**config.mk**
```make
export PLATFORM = sky130hd
export DESIGN_NAME = uds_post
export DESIGN_NICKNAME = d
export VERILOG_FILES = /design/src/hdl/uds_pkg.sv /design/src/hdl/uds_post.sv
export SDC_FILE = /design/constraint.sdc
export NUM_CORES = 2
export LEC_CHECK = 0
export BUFFER_PORTS_ARGS = -buffer_cell sky130_fd_sc_hd__buf_2
export CAP_MARGIN = 20
export CORE_ASPECT_RATIO = 1.4
export CORE_MARGIN = 1.5
export CORE_UTILIZATION = 45
export CTS_CLUSTER_SIZE = 8
export DETAILED_ROUTE_END_ITERATION = 10
export PLACE_DENSITY_LB_ADDON = 0.3
export REMOVE_ABC_BUFFERS = 1
export SLEW_MARGIN = 20
export SYNTH_ARGS = -nofsm -noshare
export SYNTH_HDL_FRONTEND = slang
export SYNTH_SLANG_ARGS = --single-unit
```
**constraint.sdc**
```tcl
create_clock -name clk -period 9.6 [get_ports clk]
set_input_delay 0 -clock clk [delete_from_list [all_inputs] [get_ports clk]]
set_output_delay 0 -clock clk [all_outputs]
set_load 0.1 [all_outputs]
```
**src/hdl/uds_pkg.sv**
```systemverilog
package uds_pkg;

  localparam int FRAC_BITS_DEF     = 16;
  localparam int CORDIC_STAGES_DEF = 16;
  localparam int ATAN_LEN          = 24;
  localparam int OUT_FRAC          = 14;
  localparam int OUT_ONE           = 16384;
  localparam longint GAIN_Q30      = 652032874;

  typedef logic [1:0] mode_t;

  localparam mode_t MODE_HEMI   = 2'd0;
  localparam mode_t MODE_SPHERE = 2'd1;
  localparam mode_t MODE_CIRCLE = 2'd2;

  // Control that travels with every item down the pipeline.
  typedef struct packed {
    mode_t mode;
    logic  flip;
  } uds_ctl_t;

  // Both circle codes (the upper bit set) select unit circle behavior.
  function automatic logic is_circle(input mode_t m);
    is_circle = (m & MODE_CIRCLE) != MODE_HEMI;
  endfunction

  // Arctangent of 2^-i in units of 2^-32 turns.
  function automatic logic [31:0] atan_turn(input int i);
    case (i)
      0:       atan_turn = 32'd536870912;
      1:       atan_turn = 32'd316933406;
      2:       atan_turn = 32'd167458907;
      3:       atan_turn = 32'd85004756;
      4:       atan_turn = 32'd42667331;
      5:       atan_turn = 32'd21354465;
      6:       atan_turn = 32'd10679838;
      7:       atan_turn = 32'd5340245;
      8:       atan_turn = 32'd2670163;
      9:       atan_turn = 32'd1335087;
      10:      atan_turn = 32'd667544;
      11:      atan_turn = 32'd333772;
      12:      atan_turn = 32'd166886;
      13:      atan_turn = 32'd83443;
      14:      atan_turn = 32'd41722;
      15:      atan_turn = 32'd20861;
      16:      atan_turn = 32'd10430;
      17:      atan_turn = 32'd5215;
      18:      atan_turn = 32'd2608;
      19:      atan_turn = 32'd1304;
      20:      atan_turn = 32'd652;
      21:      atan_turn = 32'd326;
      22:      atan_turn = 32'd163;
      23:      atan_turn = 32'd81;
      default: atan_turn = 32'd0;
    endcase
  endfunction

  // CORDIC start value: the gain correction rounded to f fraction bits.
  function automatic logic signed [63:0] cordic_x0(input int f);
    logic signed [63:0] g;
    g = 64'(GAIN_Q30);
    cordic_x0 = (g + (64'sd1 <<< (29 - f))) >>> (30 - f);
  endfunction

  // Round half up from f fraction bits to Q2.14 and clamp to +-1.0.
  function automatic logic signed [15:0] to_q14(input logic signed [63:0] v, input int f);
    logic signed [63:0] q;
    if (f > OUT_FRAC) begin
      q = (v + (64'sd1 <<< (f - OUT_FRAC - 1))) >>> (f - OUT_FRAC);
    end else begin
      q = v <<< (OUT_FRAC - f);
    end
    if (q > 64'(OUT_ONE)) begin
      q = 64'(OUT_ONE);
    end
    if (q < -64'(OUT_ONE)) begin
      q = -64'(OUT_ONE);
    end
    to_q14 = q[15:0];
  endfunction

endpackage

```
**src/hdl/uds_post.sv**
```systemverilog
module uds_post import uds_pkg::*; #(
  parameter int FRAC_BITS = FRAC_BITS_DEF
) (
  input  logic                         clk,
  input  logic                         rst_n,
  input  logic                         vin,
  output logic                         up_ready,
  input  logic signed [FRAC_BITS+2:0]  x_in,
  input  logic signed [FRAC_BITS+2:0]  y_in,
  input  logic [2*FRAC_BITS+1:0]       res_in,
  input  logic signed [FRAC_BITS+1:0]  zf_in,
  input  uds_ctl_t                     ctl_in,
  input  logic                         dn_ready,
  output logic                         vout,
  output logic signed [15:0]           dir_x,
  output logic signed [15:0]           dir_y,
  output logic signed [15:0]           dir_z
);

  localparam int W  = FRAC_BITS + 3;
  localparam int ZW = FRAC_BITS + 2;
  localparam int PW = FRAC_BITS + 2 + W;

  logic v1_r, v2_r, v3_r;
  logic en1, en2, en3;

  logic signed [W-1:0]   c1_r, s1_r, px2_r, py2_r;
  logic [FRAC_BITS:0]    r1_r;
  logic signed [ZW-1:0]  zf1_r, zf2_r;
  uds_ctl_t              ctl1_r, ctl2_r;
  logic signed [15:0]    ox_r, oy_r, oz_r;
  logic signed [PW-1:0]  prod_x, prod_y;
  logic signed [W-1:0]   px_nxt, py_nxt;

  assign en3      = !v3_r || dn_ready;
  assign en2      = !v2_r || en3;
  assign en1      = !v1_r || en2;
  assign up_ready = en1;

  assign prod_x = $signed({1'b0, r1_r}) * c1_r;
  assign prod_y = $signed({1'b0, r1_r}) * s1_r;

  always_comb begin
    if (is_circle(ctl1_r.mode)) begin
      px_nxt = c1_r;
      py_nxt = s1_r;
    end else begin
      px_nxt = W'(prod_x >>> FRAC_BITS);
      py_nxt = W'(prod_y >>> FRAC_BITS);
    end
  end

  always_ff @(posedge clk) begin
    if (!rst_n) begin
      v1_r <= 1'b0;
      v2_r <= 1'b0;
      v3_r <= 1'b0;
    end else begin
      if (en1) begin
        v1_r <= vin;
      end
      if (en2) begin
        v2_r <= v1_r;
      end
      if (en3) begin
        v3_r <= v2_r;
      end
    end
  end

  always_ff @(posedge clk) begin
    if (en1) begin
      c1_r   <= ctl_in.flip ? -x_in : x_in;
      s1_r   <= ctl_in.flip ? -y_in : y_in;
      r1_r   <= res_in[FRAC_BITS:0];
      zf1_r  <= zf_in;
      ctl1_r <= ctl_in;
    end
    if (en2) begin
      px2_r  <= px_nxt;
      py2_r  <= py_nxt;
      zf2_r  <= zf1_r;
      ctl2_r <= ctl1_r;
    end
    if (en3) begin
      ox_r <= to_q14(64'(px2_r), FRAC_BITS);
      oy_r <= to_q14(64'(py2_r), FRAC_BITS);
      oz_r <= is_circle(ctl2_r.mode) ? 16'sd0 : to_q14(64'(zf2_r), FRAC_BITS);
    end
  end

  assign vout  = v3_r;
  assign dir_x = ox_r;
  assign dir_y = oy_r;
  assign dir_z = oz_r;

endmodule

```
=== Word-level counts from Yosys, hierarchy flattened ===
Index checks and enable logic that the tools add are counted.

* Flip-flop bits (word level): 184
* Bits in latches: 0
* RAM bits: 0
* Memory bits (read-only): 0
* Input port bits: 97
* Output and inout bits: 50
* Logic and storage cells: 50
* Memories kept: 0

* $add $sub $neg: 5
* Multiply operators: 2
* Div/mod/pow operators: 0
* Magnitude comparators: 6
* Equality and inequality tests: 0
* Shift operators: 0
* Multiplexer cells: 14
* Bitwise gates (word level): 0
* Reduce and logical (&&, ||, !) cells: 7

{| class="wikitable"
|+ Operator list
! kind !! number
|-
| $mux 64 || 9
|-
| $gt 64x16->1 const B || 3
|-
| $lt 64x15->1 const B || 3
|-
| $mux 19 || 4
|-
| $mul 18x19->35 || 2
|-
| $add 19x3->20 const B || 2
|-
| $neg 19->19 || 2
|-
| $add 18x3->19 const B || 1
|-
| $mux 16 || 1
|-
| $logic_not 1->1 || 3
|-
| $logic_or 1x1->1 || 3
|-
| $reduce_or 2->1 || 1
|}

=== Longest topological paths before layout ===
* Depth after elaboration: 8
* Depth in mapped cells: 27
* Depth with buffers taken out: 25

=== Least setup slack after synthesis ===
OpenSTA, ideal clock, no wires.

* Path type: reg-to-reg
* Start point: register r1_r[4]
* End point: register px2_r[17], data pin
* Library setup time: 267 ps
* Data arrival time: 6590 ps
* Data required time: 9333 ps
* Path slack: 2743 ps
* Cell stages (with the launch flop): 22
* Path buffers: 2
* Period minus slack after synthesis: 6857 ps
* Cells stage by stage: edfxtp_1 clkbuf_1 clkbuf_1 nand2_1 fa_1 inv_1 fa_1 fa_1 fa_1 fa_1 inv_1 fa_1 inv_1 ha_1 and2_1 a221o_1 a21o_1 a31oi_1 nand2_1 a21o_1 a2111oi_0 nor2_1

* Longest elaborated chain between the ends: 2

{| class="wikitable"
|+ Ends and longest elaborated chain
! what !! line !! text
|-
| start, declared || uds_post.sv:28 || <nowiki>logic [FRAC_BITS:0] r1_r;</nowiki>
|-
| start signal, assigned || uds_post.sv:75 || <nowiki>r1_r <= res_in[FRAC_BITS:0];</nowiki>
|-
| $mul 18x19->35 || uds_post.sv:40 || <nowiki>assign prod_x = $signed({1'b0, r1_r}) * c1_r;</nowiki>
|-
| $mux 19 || uds_post.sv:44 || <nowiki>if (is_circle(ctl1_r.mode)) begin</nowiki>
|-
| net px_nxt[17] || uds_post.sv:33 || <nowiki>logic signed [W-1:0] px_nxt, py_nxt;</nowiki>
|-
| end signal, assigned || uds_post.sv:80 || <nowiki>px2_r <= px_nxt;</nowiki>
|-
| end, declared || uds_post.sv:27 || <nowiki>logic signed [W-1:0] c1_r, s1_r, px2_r, py2_r;</nowiki>
|}

The timed path passes the listed nets, and every way through them passes these cells.
A chain may end at the register's enable or synchronous reset.

=== Final worst setup path ===
Ends and elaborated chain as after synthesis.

==> results.cfg <==
[place]
place_congestion = 0.822
post-dp-hpwl_um = 53700
numPortBuffers = 127

[worst_setup_path]
worst_path_most_repeated_cell = fa_1
max_stage_delay_ns = 0.94
worstPathCellList = nand2_1 > fa_1 > inv_1 > fa_1 > fa_1 > fa_1 > fa_1 > inv_1 > fa_1 > inv_1 > ha_1 > and2_1 > a221o_1 > a21o_1 > a31oi_1 > nand2_1 > a21o_1 > a2111oi_0 > nor2_1
slowest_stage = fa_1
cp.arrival_ns = 7.74
start_kind = register
crit_type = register to register
cp_max_fo = 20
critPathCaptureType = register
cp.required_ns = 9.84

[job]
cap_violations = 0

[timing]
finalSetupTns_ns = 0
slew_violations = 0
post-route-period-util = 0.780
finClkSkew_ns = 0.0214
tightest_slew_ns = 1.08
maxSlewHeadroom = 0.283
setup_violations = 0
hold_viol = 0
fin_hold_ws_ns = 0.158
max_freq_mhz = 133
fin_crit_ns = 7.49
rsz0062_at_grt = false

[global_route]
grtUsageTotal = 0.215
grt_pass1_wl_um = 118000
grt_max_degree = 76
antenna_found_initial = 0
grt_pass1_vias = 23300
grt.overflow.total = 0

[logic_synthesis]
synthArstFlopShare = 0
ys_top_cells_by_count = inv_1 (801), fa_1 (624), nand2_1 (414)
yosys.area.top_type = fa_1
avgSynthCellArea_sq_um = 9.57
synth_enable_flop_cells = 175
yosys.area.top_type_share = 0.405
ys_seq_elements = 178
yosysWarningCount = 0
synth_top_flop_cell = edfxtp_1
netlist-cell-type-count = 71
syn_inst = 3222
yosysSeqAreaShare = 0.172
synth_area_sq_mm = 0.0308
ys_top_cells_by_area = fa_1 (41%), edfxtp_1 (17%), inv_1 (9.8%), ha_1 (7.0%), and2_1 (6.5%)
synth_most_common_cell = inv_1

[finish]
seqCellArea_sq_mm = 0.00532
drive_gt1_frac = 0.0627
utilization = 0.498
final_nets = 4246
multi_input_area_sq_mm = 0.0220
fillers = 6347
syn2layout_area_growth_pct = 9.63

[clock_network]
cts_setup_buffers = 0
htree_levels = 4
clock_sinks = 178
clk_pin_slew_worst_paths_ns = 0.08
cts_resized = 0
cts_tree = built
clock-root-buffer = clkbuf_16
numCtsBuffers = 17
clock_latency_ns = 0.51
cts_max_path_buffers = 2

[floorplan]
fp.dieW_um = 224
boundaryPins = 147
start_util = 0.454
die_h_um = 313
die_area_sq_mm = 0.0701
coreArea_sq_mm = 0.0679
rows = 113

[route]
drtAntennaViolNets = 0
drt-total-wl_um = 70700
wl_per_cell_um = 16.7
vias = 21400
remaining_drc_errors = 0
drt_first_iter_violations = 931
viasPerCell = 5.07
first_pass_iters = 7

[min_path]
hold_path.class = input pin to register

[outcome]
outcome = finished clean
-- layout make-up --
class	instances	share of cell area
Multi-Input combinational cell	2100	0.650
Sequential cell	178	0.157
Inverter	801	0.0890
Timing Repair Buffer	254	0.0541
Tap cell	862	0.0319
Clock buffer	17	0.0126
Clock inverter	15	0.00515
Antenna cell	2	0.000148
-- sequential cells by signal, summed over array words and instances (netlist names) --
signal,flops
dir_y,16
c1_r,19
zf1_r,17
dir_z,16
ctl1_r,1
s1_r,19
ctl2_r,1
v2_r,1
v1_r,1
r1_r,17
vout,1
px2_r,18
dir_x,16
py2_r,18
zf2_r,17
-- timing repair --
| action | in CTS | in global routing |
|---|---|---|
| hold buffers | 96 | 0 |
| endpoints found under the hold margin | 76 | 0 |
| endpoints found under the setup margin | 0 | 0 |
-- critical path: cells and delay by family, from the launching register on --
| family | cells | cell delay (ns) |
|---|---|---|
| fa+ha+maj | 7 | 4.09 |
| compound gates | 5 | 1.39 |
| flops | 1 | 0.84 |
| simple gates | 4 | 0.66 |
| buf+inv | 3 | 0.23 |
-- logic make-up (layout without fill, tap and decap cells) --
| group | Yosys count | after routing | share of synthesized area |
|---|---|---|---|
| and+or+nand+nor | 961 | 961 | 0.154 |
| buffers and inverters | 944 | 1087 | 0.116 |
| adders and majority gates | 798 | 798 | 0.476 |
| AOI/OAI and AO/OA | 194 | 194 | 0.0404 |
| DFF | 178 | 178 | 0.172 |
| xor gates and xnor gates | 142 | 142 | 0.0403 |
| muxes | 5 | 5 | 0.00174 |
| other | 0 | 2 | 0 |
-- path summary, 6_finish.rpt --
kind / from / endpoint / slack [ns] / depth (start not counted)
setup / recovery: r1_r[4]$_DFFE_PP_ / px2_r[17]$_DFFE_PP_ / 2.11 / 19
hold / removal: ctl_in[0] / s1_r[1]$_DFFE_PP_ / 0.16 / 2
setup reg to reg: r1_r[4]$_DFFE_PP_ / px2_r[17]$_DFFE_PP_ / 2.11 / 19
hold reg to reg: zf1_r[6]$_DFFE_PP_ / zf2_r[6]$_DFFE_PP_ / 0.43 / 0
-- layer usage --
layer	GRT usage	wire, um
met2	0.399	37800
met4	0.0766	2210
met1	0.257	28300
met3	0.0228	2400
met5	0	0
-- metrics by stage --
step / setup WS, ns / instance area (sq um) / std cells
finish: 2.11 / 33800 / 4229
global route: 1.60 / 33800 / 4227
detailed placement: 2.07 / 32200 / 4099
floorplan: 2.76 / 30300 / 3079
global placement: 2.12 / 32200 / 4099
CTS: 2.03 / 33800 / 4227
-- layout by cell type (no fill, tap or decap), drive strengths merged, types with 9 or more instances in the layout --
cell	count
xor2	42
buf	158
clkbuf	17
nand4	9
a21o	16
a21oi	34
nand2	415
xnor2	100
and2	322
o31ai	15
ha	173
a31oi	15
dlygate4sd3	96
nor2b	12
fa	624
inv	807
nor2	91
nand2b	10
o21ai	63
and3	18
nand3	36
edfxtp	175
nor3	22
Power is not shown: default switching activity piles up to over one toggle a cycle in this logic, so the estimate is an artifact.
