--- src/hdl/uds_pkg.sv ---
package uds_pkg;

  localparam int FRAC_BITS_DEF     = 16;
  localparam int CORDIC_STAGES_DEF = 16;
  localparam int ATAN_LEN          = 24;
  localparam int OUT_FRAC          = 14;
  localparam int OUT_ONE           = 16384;
  localparam longint GAIN_Q30      = 652032874;

  typedef logic [1:0] mode_t;

  localparam mode_t MODE_HEMI   = 2'd0;
  localparam mode_t MODE_SPHERE = 2'd1;
  localparam mode_t MODE_CIRCLE = 2'd2;

  // Control that travels with every item down the pipeline.
  typedef struct packed {
    mode_t mode;
    logic  flip;
  } uds_ctl_t;

  // Both circle codes (the upper bit set) select unit circle behavior.
  function automatic logic is_circle(input mode_t m);
    is_circle = (m & MODE_CIRCLE) != MODE_HEMI;
  endfunction

  // Arctangent of 2^-i in units of 2^-32 turns.
  function automatic logic [31:0] atan_turn(input int i);
    case (i)
      0:       atan_turn = 32'd536870912;
      1:       atan_turn = 32'd316933406;
      2:       atan_turn = 32'd167458907;
      3:       atan_turn = 32'd85004756;
      4:       atan_turn = 32'd42667331;
      5:       atan_turn = 32'd21354465;
      6:       atan_turn = 32'd10679838;
      7:       atan_turn = 32'd5340245;
      8:       atan_turn = 32'd2670163;
      9:       atan_turn = 32'd1335087;
      10:      atan_turn = 32'd667544;
      11:      atan_turn = 32'd333772;
      12:      atan_turn = 32'd166886;
      13:      atan_turn = 32'd83443;
      14:      atan_turn = 32'd41722;
      15:      atan_turn = 32'd20861;
      16:      atan_turn = 32'd10430;
      17:      atan_turn = 32'd5215;
      18:      atan_turn = 32'd2608;
      19:      atan_turn = 32'd1304;
      20:      atan_turn = 32'd652;
      21:      atan_turn = 32'd326;
      22:      atan_turn = 32'd163;
      23:      atan_turn = 32'd81;
      default: atan_turn = 32'd0;
    endcase
  endfunction

  // CORDIC start value: the gain correction rounded to f fraction bits.
  function automatic logic signed [63:0] cordic_x0(input int f);
    logic signed [63:0] g;
    g = 64'(GAIN_Q30);
    cordic_x0 = (g + (64'sd1 <<< (29 - f))) >>> (30 - f);
  endfunction

  // Round half up from f fraction bits to Q2.14 and clamp to +-1.0.
  function automatic logic signed [15:0] to_q14(input logic signed [63:0] v, input int f);
    logic signed [63:0] q;
    if (f > OUT_FRAC) begin
      q = (v + (64'sd1 <<< (f - OUT_FRAC - 1))) >>> (f - OUT_FRAC);
    end else begin
      q = v <<< (OUT_FRAC - f);
    end
    if (q > 64'(OUT_ONE)) begin
      q = 64'(OUT_ONE);
    end
    if (q < -64'(OUT_ONE)) begin
      q = -64'(OUT_ONE);
    end
    to_q14 = q[15:0];
  endfunction

endpackage

--- src/hdl/uds_stage.sv ---
module uds_stage import uds_pkg::*; #(
  parameter int FRAC_BITS = FRAC_BITS_DEF,
  parameter int IDX       = 0,
  parameter bit DO_ROT    = 1'b1,
  parameter bit DO_ROOT   = 1'b1
) (
  input  logic                         clk,
  input  logic                         rst_n,
  input  logic                         vin,
  output logic                         up_ready,
  input  logic signed [FRAC_BITS+2:0]  x_in,
  input  logic signed [FRAC_BITS+2:0]  y_in,
  input  logic signed [31:0]           ang_in,
  input  logic [2*FRAC_BITS+1:0]       n_in,
  input  logic [2*FRAC_BITS+1:0]       res_in,
  input  logic signed [FRAC_BITS+1:0]  zf_in,
  input  uds_ctl_t                     ctl_in,
  input  logic                         dn_ready,
  output logic                         vout,
  output logic signed [FRAC_BITS+2:0]  x_out,
  output logic signed [FRAC_BITS+2:0]  y_out,
  output logic signed [31:0]           ang_out,
  output logic [2*FRAC_BITS+1:0]       n_out,
  output logic [2*FRAC_BITS+1:0]       res_out,
  output logic signed [FRAC_BITS+1:0]  zf_out,
  output uds_ctl_t                     ctl_out
);

  localparam int W   = FRAC_BITS + 3;
  localparam int NW  = 2 * FRAC_BITS + 2;
  localparam int BSH = DO_ROOT ? 2 * (FRAC_BITS - IDX) : 0;
  localparam logic [NW-1:0] ROOT_BIT = NW'(1) << BSH;
  localparam logic signed [31:0] ATAN = atan_turn(IDX);

  logic v_r;
  logic en;

  logic signed [W-1:0] x_r, y_r, x_nxt, y_nxt, x_shr, y_shr;
  logic signed [31:0]  ang_r, ang_nxt;
  logic [NW-1:0]       n_r, res_r, n_nxt, res_nxt, trial;
  logic signed [FRAC_BITS+1:0] zf_r;
  uds_ctl_t            ctl_r;

  assign en       = !v_r || dn_ready;
  assign up_ready = en;

  // One rotation: turn toward zero residual angle.
  always_comb begin
    x_shr = x_in >>> IDX;
    y_shr = y_in >>> IDX;
    if (!DO_ROT) begin
      x_nxt   = x_in;
      y_nxt   = y_in;
      ang_nxt = ang_in;
    end else if (!ang_in[31]) begin
      x_nxt   = x_in - y_shr;
      y_nxt   = y_in + x_shr;
      ang_nxt = ang_in - ATAN;
    end else begin
      x_nxt   = x_in + y_shr;
      y_nxt   = y_in - x_shr;
      ang_nxt = ang_in + ATAN;
    end
  end

  // One bit of the restoring square root.
  always_comb begin
    trial = res_in + ROOT_BIT;
    if (!DO_ROOT) begin
      n_nxt   = n_in;
      res_nxt = res_in;
    end else if (n_in >= trial) begin
      n_nxt   = n_in - trial;
      res_nxt = (res_in >> 1) + ROOT_BIT;
    end else begin
      n_nxt   = n_in;
      res_nxt = res_in >> 1;
    end
  end

  always_ff @(posedge clk) begin
    if (!rst_n) begin
      v_r <= 1'b0;
    end else if (en) begin
      v_r <= vin;
    end
  end

  always_ff @(posedge clk) begin
    if (en) begin
      x_r   <= x_nxt;
      y_r   <= y_nxt;
      ang_r <= ang_nxt;
      n_r   <= n_nxt;
      res_r <= res_nxt;
      zf_r  <= zf_in;
      ctl_r <= ctl_in;
    end
  end

  assign vout    = v_r;
  assign x_out   = x_r;
  assign y_out   = y_r;
  assign ang_out = ang_r;
  assign n_out   = n_r;
  assign res_out = res_r;
  assign zf_out  = zf_r;
  assign ctl_out = ctl_r;

endmodule

--- config.mk ---
export PLATFORM = sky130hd
export DESIGN_NAME = uds_stage
export DESIGN_NICKNAME = d
export VERILOG_FILES = /design/src/hdl/uds_pkg.sv /design/src/hdl/uds_stage.sv
export SDC_FILE = /design/constraint.sdc
export NUM_CORES = 1
export LEC_CHECK = 0
export ABC_AREA = 1
export BUFFER_PORTS_ARGS = -buffer_cell sky130_fd_sc_hd__buf_4
export CAP_MARGIN = 5
export CORE_ASPECT_RATIO = 2
export CORE_UTILIZATION = 45
export DETAILED_ROUTE_END_ITERATION = 8
export PLACE_DENSITY = 0.74
export SLEW_MARGIN = 20
export SYNTH_ARGS = -nofsm -noshare
export SYNTH_HDL_FRONTEND = slang
export SYNTH_SLANG_ARGS = --single-unit
export TNS_END_PERCENT = 50
--- constraint.sdc ---
create_clock -name clk -period 9.27 [get_ports clk]
set_clock_uncertainty 0.1 [all_clocks]
set_input_delay 1.854 -clock clk [delete_from_list [all_inputs] [get_ports clk]]
set_output_delay 1.854 -clock clk [all_outputs]
set_load 0.05 [all_outputs]
After elaboration in Yosys (flattened, before gate mapping)
Cells that the tools add are included.

Bits in registers: 160. Input bits: 163. Output and inout port bits: 161.

$add $sub $neg: 8. Magnitude comparators: 1. Multiplexer cells: 5. Reductions and logical operators: 2.

Operator list (number): 19-bit 2-to-1 mux (2); 19-bit subtractor (2); 33-bit by 33-bit adder with 34-bit output (second input constant) (1); 34-bit by 33-bit adder with 34-bit output (second input constant) (1); 34-bit >= comparator (1); 34-bit 2-to-1 mux (1); 34-bit subtractor (1); 33-bit 2-to-1 mux (1); 32-bit by 31-bit adder with 32-bit output (second input constant) (1); 32-bit 2-to-1 mux (1); 32-bit by 31-bit subtractor with 32-bit output (second input constant) (1); 19-bit adder (1); 1-bit logical NOT (1); 1-bit logical OR (1).

Depth between registers and ports, before layout
Gate-level depths: netlist of the first run.

Depth after elaboration: 3. Gate-level depth with buffers: 16. Mapped depth without buffers: 15.

Worst setup path before layout of the first run
OpenSTA, ideal clock, no wires.

Path kind: input to output. Start point: input dn_ready. End point: output up_ready. Data arrival time: 5.532 ns. Required time: 7.316 ns. Slack: 1.784 ns. Cell stages on the path: 2. Buffers on the path: 0. Cell sequence: inv_1 nand2_1.

Word-level cells in the longest chain between the ends: 1.

RTL lines: start: declaration (line uds_stage.sv:18) `input logic dn_ready,`; 1-bit logical OR (line uds_stage.sv:44) `assign en = !v_r || dn_ready;`; end: declaration (line uds_stage.sv:10) `output logic up_ready,`.

Every way passes these cells.

Worst setup path in the final report of the first run
Same ends and word-level chain as after synthesis.

==> flow_summary.yaml, run 1 <==
drt:
  postRouteAntennaNets: 0
  post-route-drc-count: 0
  drt-initial-drc-count: 500
  routed-via-count: 10723
  wl_um: 39360
  first_pass_iters: 5
  via_per_inst: 5.133
  wl_per_cell_um: 18.84
pwr:
  p_leak_nw: 7.489
  ir_drop_v: 0.00009418
  p_clk_share_pct: 27.0
  internal_power_mw: 1.595
  powerDensity_nw_per_um2: 182.5
  p_sw_mw: 1.050
  comb_power_share_pct: 37.9
  p_sw_share_pct: 39.70
  seqPwrFrac_pct: 35.1
sta:
  setup_viol: 0
  hold_viol: 0
  timing.fmax_mhz: 220.5
  rsz0062_at_grt: "no"
  fin_crit_sh_pct: 48.92
  relSlewSlack_pct: 31.20
  maxSlewViolCount: 0
  fin_crit_ps: 4535
  tns_ps: 0
  tightest_slew_ps: 1032
synthesis:
  synth_seq_cells: 159
  syn_area_um2: 11220
  yosys_most_used_dff: "edfxtp_1"
  ys_seq_area_share_pct: 42.46
  synth.avg_cell_area_um2: 7.847
  synthCells: 1430
  async_reset_ff_share_pct: 0
  syn_nets: 1686
  ys.warnings.count: 0
  synth_edf_count: 158
  ys_types: 47
worst_setup_path:
  path_common_cell: "buf_4"
  crit_path_max_fanout: 29
  worst-path-buf-inv: 3
  criticalPathCategory: "primary input to output port"
  cp-start-kind: "primary input"
  worst_path_largest_cell_delay_ps: 320
  cp_slowest_cell: "nand2_4"
  arrival_ps: 2580
  crit_chain: "buf_4, inv_1, nand2_4, buf_4"
  critPathRequiredTime_ps: 7320
  crit_path_start: "dn_ready"
  critPathCaptureType: "output port"
  r2r-start: "vout"
  critPathTopFamily: "buffers and inverters"
finish:
  diodes: 0
  area_growth_pct: 29.20
  drive_above_1_share_pct: 21.51
  stdcell_count: 2089
  final_common_cell: "nand2_1"
  final_cell_mix: "453 x nand2_1, 326 x buf_4, 214 x inv_1, 158 x edfxtp_1, 107 x nand3_1"
  nets: 2001
  nFillCells: 2317
clock_network:
  cts_resized: 0
  clk_latency_ps: 460
  root_buffer: "clkbuf_16"
  cts_buffers: 17
  cts_buffer_depth: 2
  clk_pin_slew_ps: 60
  cts_tree: "yes"
  cts.sinks: 159
  cts_setup_buffers: 0
  cts_htree_levels: 4
  cts.hold.buffers_added: 0
die:
  io-pin-count: 324
  die_w_um: 113.7
  start_util_pct: 45.94
  core_um2: 24420
  die_h_um: 225.3
  fp.dieArea_um2: 25610
  rows: 81
global_route:
  grt_start_max_net_pins: 83
  grtUsageMet1_pct: 24.10
  grt_pass1_vias: 10870
  grt_use_total_pct: 31.15
  grt_overflow: 0
  grt_first_pass_wirelength_um: 57530
  use_met3_pct: 5.003
  met2_usage_pct: 63.51
  antenna_found_initial: 0
  grt.busiest_layer: "met2"
hold_path:
  min_path_type: "register to register"
  min-delay-start: "vout"
placed_design:
  port_buffers: 323
  gp_congestion: 0.9966
  dp.cells: 2058
  dp_hpwl_um: 32920
run:
  maxCapViolCount: 0
status:
  status: "finished clean"
-- synth_stat cells, types with 2 or more instances --
master / instances / area [µm²]
a21boi_0: 3 / 22.52
or2_2: 3 / 18.77
nor4_1: 4 / 25.02
inv_1: 214 / 803.3
nand3b_1: 6 / 45.04
nand3_2: 2 / 20.02
nand2_2: 2 / 12.51
o21ai_0: 53 / 265.3
nor2_2: 3 / 18.77
o21bai_1: 6 / 45.04
a21oi_2: 3 / 26.28
nor2_1: 98 / 367.9
o21a_1: 4 / 30.03
inv_2: 5 / 18.77
nand3_1: 107 / 535.5
xor2_1: 25 / 219.0
nand2_1: 454 / 1704
a21oi_1: 86 / 430.4
o21ai_1: 7 / 35.03
o211a_1: 2 / 20.02
or2_1: 2 / 12.51
xnor2_1: 2 / 17.52
o31ai_1: 2 / 15.01
o211ai_1: 5 / 37.54
buf_4: 7 / 52.55
o22ai_1: 4 / 25.02
edfxtp_1: 158 / 4745
buf_6: 3 / 33.78
a21o_1: 11 / 82.58
or2_0: 2 / 12.51
ha_1: 88 / 1101
nor3_1: 12 / 60.06
nand4_1: 12 / 75.07
buf_2: 12 / 60.06
fa_1: 5 / 100.1
clkbuf_1: 7 / 26.28
-- per-layer routing --
metal | vias to the layer above | part of all wire [%]
met3 | 124 | 4.3
li1 | 5307 | -
met4 | 0 | 8.5
met1 | 4932 | 29
met5 | - | 0
met2 | 360 | 58
-- path summary, 6_finish.rpt --
check                           slack, ps         end  depth (start not counted)
worst min-delay path                  800  res_out[0]                          1
worst max-delay path                 4730    up_ready                          4
worst max register to register       7180  ctl_out[1]                          2
worst min register to register        800  res_out[0]                          1
-- power groups by stage --
stage	clock (mW)	sequential [mW]	combinational, mW
final	0.715	0.928	1.00
after global placement	0	0.942	0.994
after floorplan	0	1.26	0.352
after global routing	0.746	0.935	1.07
after detailed placement	0	0.943	1.00
after CTS	0.726	0.929	1.01
-- state kept, by name (all words and copies together), names as in the netlist --
register and flops:
res_out 34, vout 1, n_out 34, y_out 18
x_out 19, ang_out 32, ctl_out 3, zf_out 18
-- area by class of cell --
cell class	count	area, µm²	area share (%)
clock inverters	13	153.9	1.062
flip-flops and latches	159	4765	32.86
repair buffers	326	2447	16.88
clock buffers	18	429.2	2.960
well taps	332	415.4	2.865
inverters	221	832.0	5.739
multi-input cells	1020	5455	37.63
-- cell families (layout without fill, tap and decap cells) --
| family | count (synthesis) | in the layout | share of synthesized area (%) |
|---|---|---|---|
| simple gates | 711 | 711 | 26.32 |
| fa+ha+maj | 93 | 93 | 10.70 |
| flops | 159 | 159 | 42.46 |
| xor+xnor | 27 | 27 | 2.108 |
| buf+inv | 251 | 578 | 8.988 |
| compound gates | 189 | 189 | 9.422 |
-- per-stage QoR --
stage               hold slack (ps)  worst slack (ps)  utilization, %  power, mW  instance area, µm²
floorplan                      1853              1784               -      1.611               11220
global placement              765.4              4729           56.97      1.936               13910
detailed placement            791.2              4723           56.97      1.946               13910
CTS                           807.6              4722           59.36      2.660               14500
global route                  839.3              4693           59.36      2.750               14500
finish                        796.3              4735           59.36      2.645               14500
(Power assumes the default switching activity.)
==> inputs of run 2 (changes only) <==
==> constraint.sdc (replaced) <==
create_clock -name clk -period 4.54 [get_ports clk]
set_clock_uncertainty 0.1 [all_clocks]
set_input_delay 0.908 -clock clk [delete_from_list [all_inputs] [get_ports clk]]
set_output_delay 0.908 -clock clk [all_outputs]
set_load 0.05 [all_outputs]
==> run 2 against run 1 <==
Against the previous run:
- via count is 1.7% higher
- sequential power grew 100%
- first-iteration DRC count increased by 12%
- sequential share of layout area decreased by 0.16 points
- die area is the same
- critical path type is now primary input to register
- critical endpoint is now n_out[28]
==> flow_summary.yaml, run 2 (same netlist as run 1, synthesis figures left out) <==
clock_network:
  cts_htree_levels: 4
  cts_tree: "yes"
  clk_latency_ps: 450
  root_buffer: "clkbuf_16"
  cts.hold.buffers_added: 0
  clk_pin_slew_ps: 70
  cts_buffers: 17
  cts_buffer_depth: 2
  cts_setup_buffers: 0
  cts_resized: 0
  cts.sinks: 159
drt:
  wl_per_cell_um: 18.98
  via_per_inst: 5.209
  drt-initial-drc-count: 560
  postRouteAntennaNets: 0
  first_pass_iters: 6
  routed-via-count: 10902
  post-route-drc-count: 0
  wl_um: 39720
sta:
  fin_crit_ps: 3170
  relSlewSlack_pct: 54.74
  rsz0062_at_grt: "no"
  timing.fmax_mhz: 315.5
  setup_viol: 0
  tightest_slew_ps: 673.2
  tns_ps: 0
  fin_crit_sh_pct: 69.81
  maxSlewViolCount: 0
  hold_viol: 0
die:
  die_h_um: 225.3
  start_util_pct: 45.94
  fp.dieArea_um2: 25610
  die_w_um: 113.7
  core_um2: 24420
  io-pin-count: 324
  rows: 81
placed_design:
  gp_congestion: 0.9997
  port_buffers: 323
  dp_hpwl_um: 32650
  placed_area_um2: 13940
global_route:
  grt_use_total_pct: 31.56
  grt_first_pass_wirelength_um: 58230
  grt_pass1_vias: 10890
  antenna_found_initial: 1
  grt_start_max_net_pins: 79
  grt_overflow: 0
run:
  maxCapViolCount: 0
worst_setup_path:
  cp-start-kind: "primary input"
  critPathCaptureType: "register"
  crit_path_start: "res_in[32]"
  crit_path_max_fanout: 37
  arrival_ps: 3390
  reg2reg_to: "x_out[14]"
  criticalPathCategory: "primary input to register"
  critPathRequiredTime_ps: 4760
  endpoint: "n_out[28]"
  r2r-start: "vout"
  reg2reg_depth: 2
  ff2ff_setup_slack_ps: 2620
finish:
  final_cell_mix: "453 x nand2_1, 328 x buf_4, 214 x inv_1, 158 x edfxtp_1, 107 x nand3_1"
  nets: 2003
  final_cell_area_um2: 14570
  multi_input_area_um2: 5464
  area_growth_pct: 29.84
  ff_latch_area_um2: 4765
  nFillCells: 2287
  final_common_cell: "nand2_1"
  drive_above_1_share_pct: 21.70
hold_path:
  min_path_type: "primary input to register"
pwr:
  ir_drop_v: 0.0002489
  powerDensity_nw_per_um2: 377.1
  p_leak_nw: 7.523
status:
  status: "finished clean"
run 2: changes by cell type in the layout (fill, tap and decap cells not counted):
cell,delta
diode_2,+1
clkbuf_1,-1
clkinvlp_4,-2
buf_4,+2
bufinv_16,+1
inv_6,+1
clkinv_8,+1
nand2_4,-1
clkinv_4,+1
nand2_8,+1
run 2: per-layer routing:
metal / track usage (%) / vias up / share of wire, %
met3: 5.702 / 156 / 4.5
met4: 27.29 / 0 / 9.3
met2: 62.71 / 427 / 57
li1: - / 5306 / -
met1: 25.22 / 5013 / 29
met5: 0 / - / 0
run 2: worst min-delay path by stage:
stage                   start          to  slack [ps]  depth (start not counted)
floorplan           ang_in[0]  ang_out[0]         910                          0
global placement         vout        vout         940                          2
detailed placement       vout        vout         950                          2
CTS                  zf_in[8]   zf_out[8]         510                          1
global route         zf_in[7]   zf_out[7]         500                          1
finish               zf_in[4]   zf_out[4]         520                          1
run 2: final cells by class:
class / count / area share [%]
inverters: 221 / 5.711
flip-flops and latches: 159 / 32.70
diodes: 1 / 0.01718
repair buffers: 328 / 16.90
clock buffers: 17 / 2.920
multi-input cells: 1020 / 37.50
clock inverters: 15 / 1.391
well taps: 332 / 2.851
run 2: worst max-delay path: stages:
cell and delay, ps:
buf_4 120, xnor2_1 120, ha_1 320, a21oi_1 180
a21boi_0 370, o21ai_0 260, a21oi_2 280, nand2_8 200
inv_4 380, nand2_1 90, nand2_1 90
run 2: power breakdown:
part           switching, mW  internal, mW  leakage [nW]  total [mW]
clock                  0.659         0.885         0.306        1.54
sequential            0.0577          1.84          1.66        1.89
combinational           1.45         0.604          5.56        2.06
total                   2.17          3.33          7.52        5.49
run 2: stage by stage:
stage	hold slack [ps]	cells	power [mW]	setup slack [ps]	util, %
finish	525.0	2093	5.494	1370	59.65
global route	501.2	2093	5.726	1206	59.65
CTS	506.3	2092	5.514	1444	59.64
detailed placement	951.8	2060	3.968	965.5	57.07
global placement	939.8	2060	3.949	977.5	57.07
floorplan	906.9	1430	3.283	536.0	-
==> inputs of run 3 (changes only) <==
==> constraint.sdc (replaced) <==
create_clock -name clk -period 3.02 [get_ports clk]
set_clock_uncertainty 0.1 [all_clocks]
set_input_delay 0.604 -clock clk [delete_from_list [all_inputs] [get_ports clk]]
set_output_delay 0.604 -clock clk [all_outputs]
set_load 0.05 [all_outputs]
==> run 3 against run 2 <==
Against the previous run:
- sequential share of layout area decreased by 0.93 points
- setup slack got worse by 1100 ps
- die area unchanged
- global-route usage increased by 0.70 points
- power rose by 54%
- sequential power increased by 51%
- critical path depth unchanged
- hold slack worse by 310 ps
- clock power up 56%
- sequential cell count did not move
- non-clock buffer count rose by 51
- combinational power increased by 56%
==> flow_summary.yaml, run 3 (same netlist as run 1, synthesis figures left out) <==
worst_setup_path:
  arrival_ps: 2910
  criticalPathCategory: "primary input to register"
  worst_path_largest_cell_delay_ps: 450
  path_common_cell: "nand2_1"
  crit_path_max_fanout: 35
  critPathCaptureType: "register"
  cp-start-kind: "primary input"
  cp_slowest_cell: "a21boi_0"
  crit_chain: "buf_4, xnor2_1, ha_1, a21oi_1, a21boi_0, o21ai_0, a21oi_2, nand2_8, inv_4, nand2_1, nand2_1"
  critPathTopFamily: "compound AO/OA/AOI/OAI gates"
  worst-path-buf-inv: 2
  critPathRequiredTime_ps: 3230
clock_network:
  cts.sinks: 159
  cts_buffers: 17
  root_buffer: "clkbuf_16"
  cts_tree: "yes"
  cts_resized: 0
  cts_setup_buffers: 0
  cts_buffer_depth: 2
  clk_pin_slew_ps: 70
  cts_htree_levels: 4
  cts.hold.buffers_added: 0
  clk_latency_ps: 440
sta:
  fin_crit_ps: 2700
  tns_ps: 0
  relSlewSlack_pct: 54.66
  hold_viol: 0
  timing.fmax_mhz: 370.3
  tightest_slew_ps: 680.2
  maxSlewViolCount: 0
  setup_viol: 0
  rsz0062_at_grt: "no"
  fin_crit_sh_pct: 89.41
drt:
  drt-initial-drc-count: 555
  post-route-drc-count: 0
  routed-via-count: 11145
  met1_length_um: 11930
  via_per_inst: 5.201
  wl_met3_um: 1655
  first_pass_iters: 5
  routed.top_layer: "met4"
  postRouteAntennaNets: 0
  wl_um: 40790
  wl_per_cell_um: 19.04
  wl_met2_um: 23880
finish:
  final_common_cell: "nand2_1"
  diodes: 0
  nets: 2054
  area_growth_pct: 33.62
  final_cell_mix: "453 x nand2_1, 377 x buf_4, 214 x inv_1, 158 x edfxtp_1, 107 x nand3_1"
  fin_util_pct: 61.39
  nFillCells: 2259
  drive_above_1_share_pct: 23.91
pwr:
  ir_drop_v: 0.0003467
  powerDensity_nw_per_um2: 564.1
  p_leak_nw: 7.790
die:
  start_util_pct: 45.94
  core_um2: 24420
  io-pin-count: 324
  die_w_um: 113.7
  fp.dieArea_um2: 25610
  rows: 81
  die_h_um: 225.3
global_route:
  grt_first_pass_wirelength_um: 59810
  antenna_found_initial: 0
  grt_start_max_net_pins: 109
  grt_overflow: 0
  grt_pass1_vias: 11264
  grt_use_total_pct: 32.26
placed_design:
  port_buffers: 323
  dp_hpwl_um: 33790
  gp_congestion: 0.9873
status:
  status: "finished clean"
run:
  maxCapViolCount: 0
hold_path:
  min_path_type: "primary input to register"
## run 3: cell types whose count changed in the layout (fill, tap and decap cells not counted), sizes merged
cell / change
buf: +51
bufinv: +1
diode: -1
clkinv: -1
## run 3: stage by stage
step / setup WS, ps / instances / power (mW) / hold slack, ps / cell area, µm²
after floorplan: 485.7 / 1430 / 4.932 / 602.9 / 11230
after global placement: 62.69 / 2111 / 6.053 / 682.1 / 14350
after detailed placement: 58.25 / 2111 / 6.085 / 683.3 / 14350
after CTS: 525.8 / 2143 / 8.490 / 201.6 / 14990
after global routing: 115.6 / 2143 / 8.780 / 211.8 / 14990
final: 319.8 / 2143 / 8.457 / 219.7 / 14990
## run 3: report_power, final
| group | leakage (nW) | switching, mW | internal [mW] |
|---|---|---|---|
| clock | 0.316 | 0.987 | 1.41 |
| sequential | 1.66 | 0.0862 | 2.76 |
| combinational | 5.82 | 2.22 | 0.991 |
| total | 7.79 | 3.29 | 5.17 |
## run 3: layout make-up
| class | count | area [µm²] | area share [%] |
|---|---|---|---|
| Inverter | 221 | 832.0 | 5.550 |
| Tap cell | 332 | 415.4 | 2.771 |
| Multi-Input combinational cell | 1020 | 5464 | 36.44 |
| Sequential cell | 159 | 4765 | 31.78 |
| Timing Repair Buffer | 379 | 2870 | 19.14 |
| Clock inverter | 15 | 221.5 | 1.477 |
| Clock buffer | 17 | 425.4 | 2.837 |
## run 3: layer usage
layer / GRT usage, % / vias up
met5: 0 / -
met4: 25.55 / 0
met3: 4.841 / 159
met2: 65.99 / 450
met1: 25.69 / 5119
li1: - / 5417
## run 3: path summary, 6_finish.rpt
path,endpoint,slack (ps),from,cells past startpoint
max,n_out[30],320,res_in[33],11
max reg2reg,y_out[18],1490,vout,2
min,ang_out[20],220,ang_in[20],1
min reg2reg,res_out[1],900,vout,2
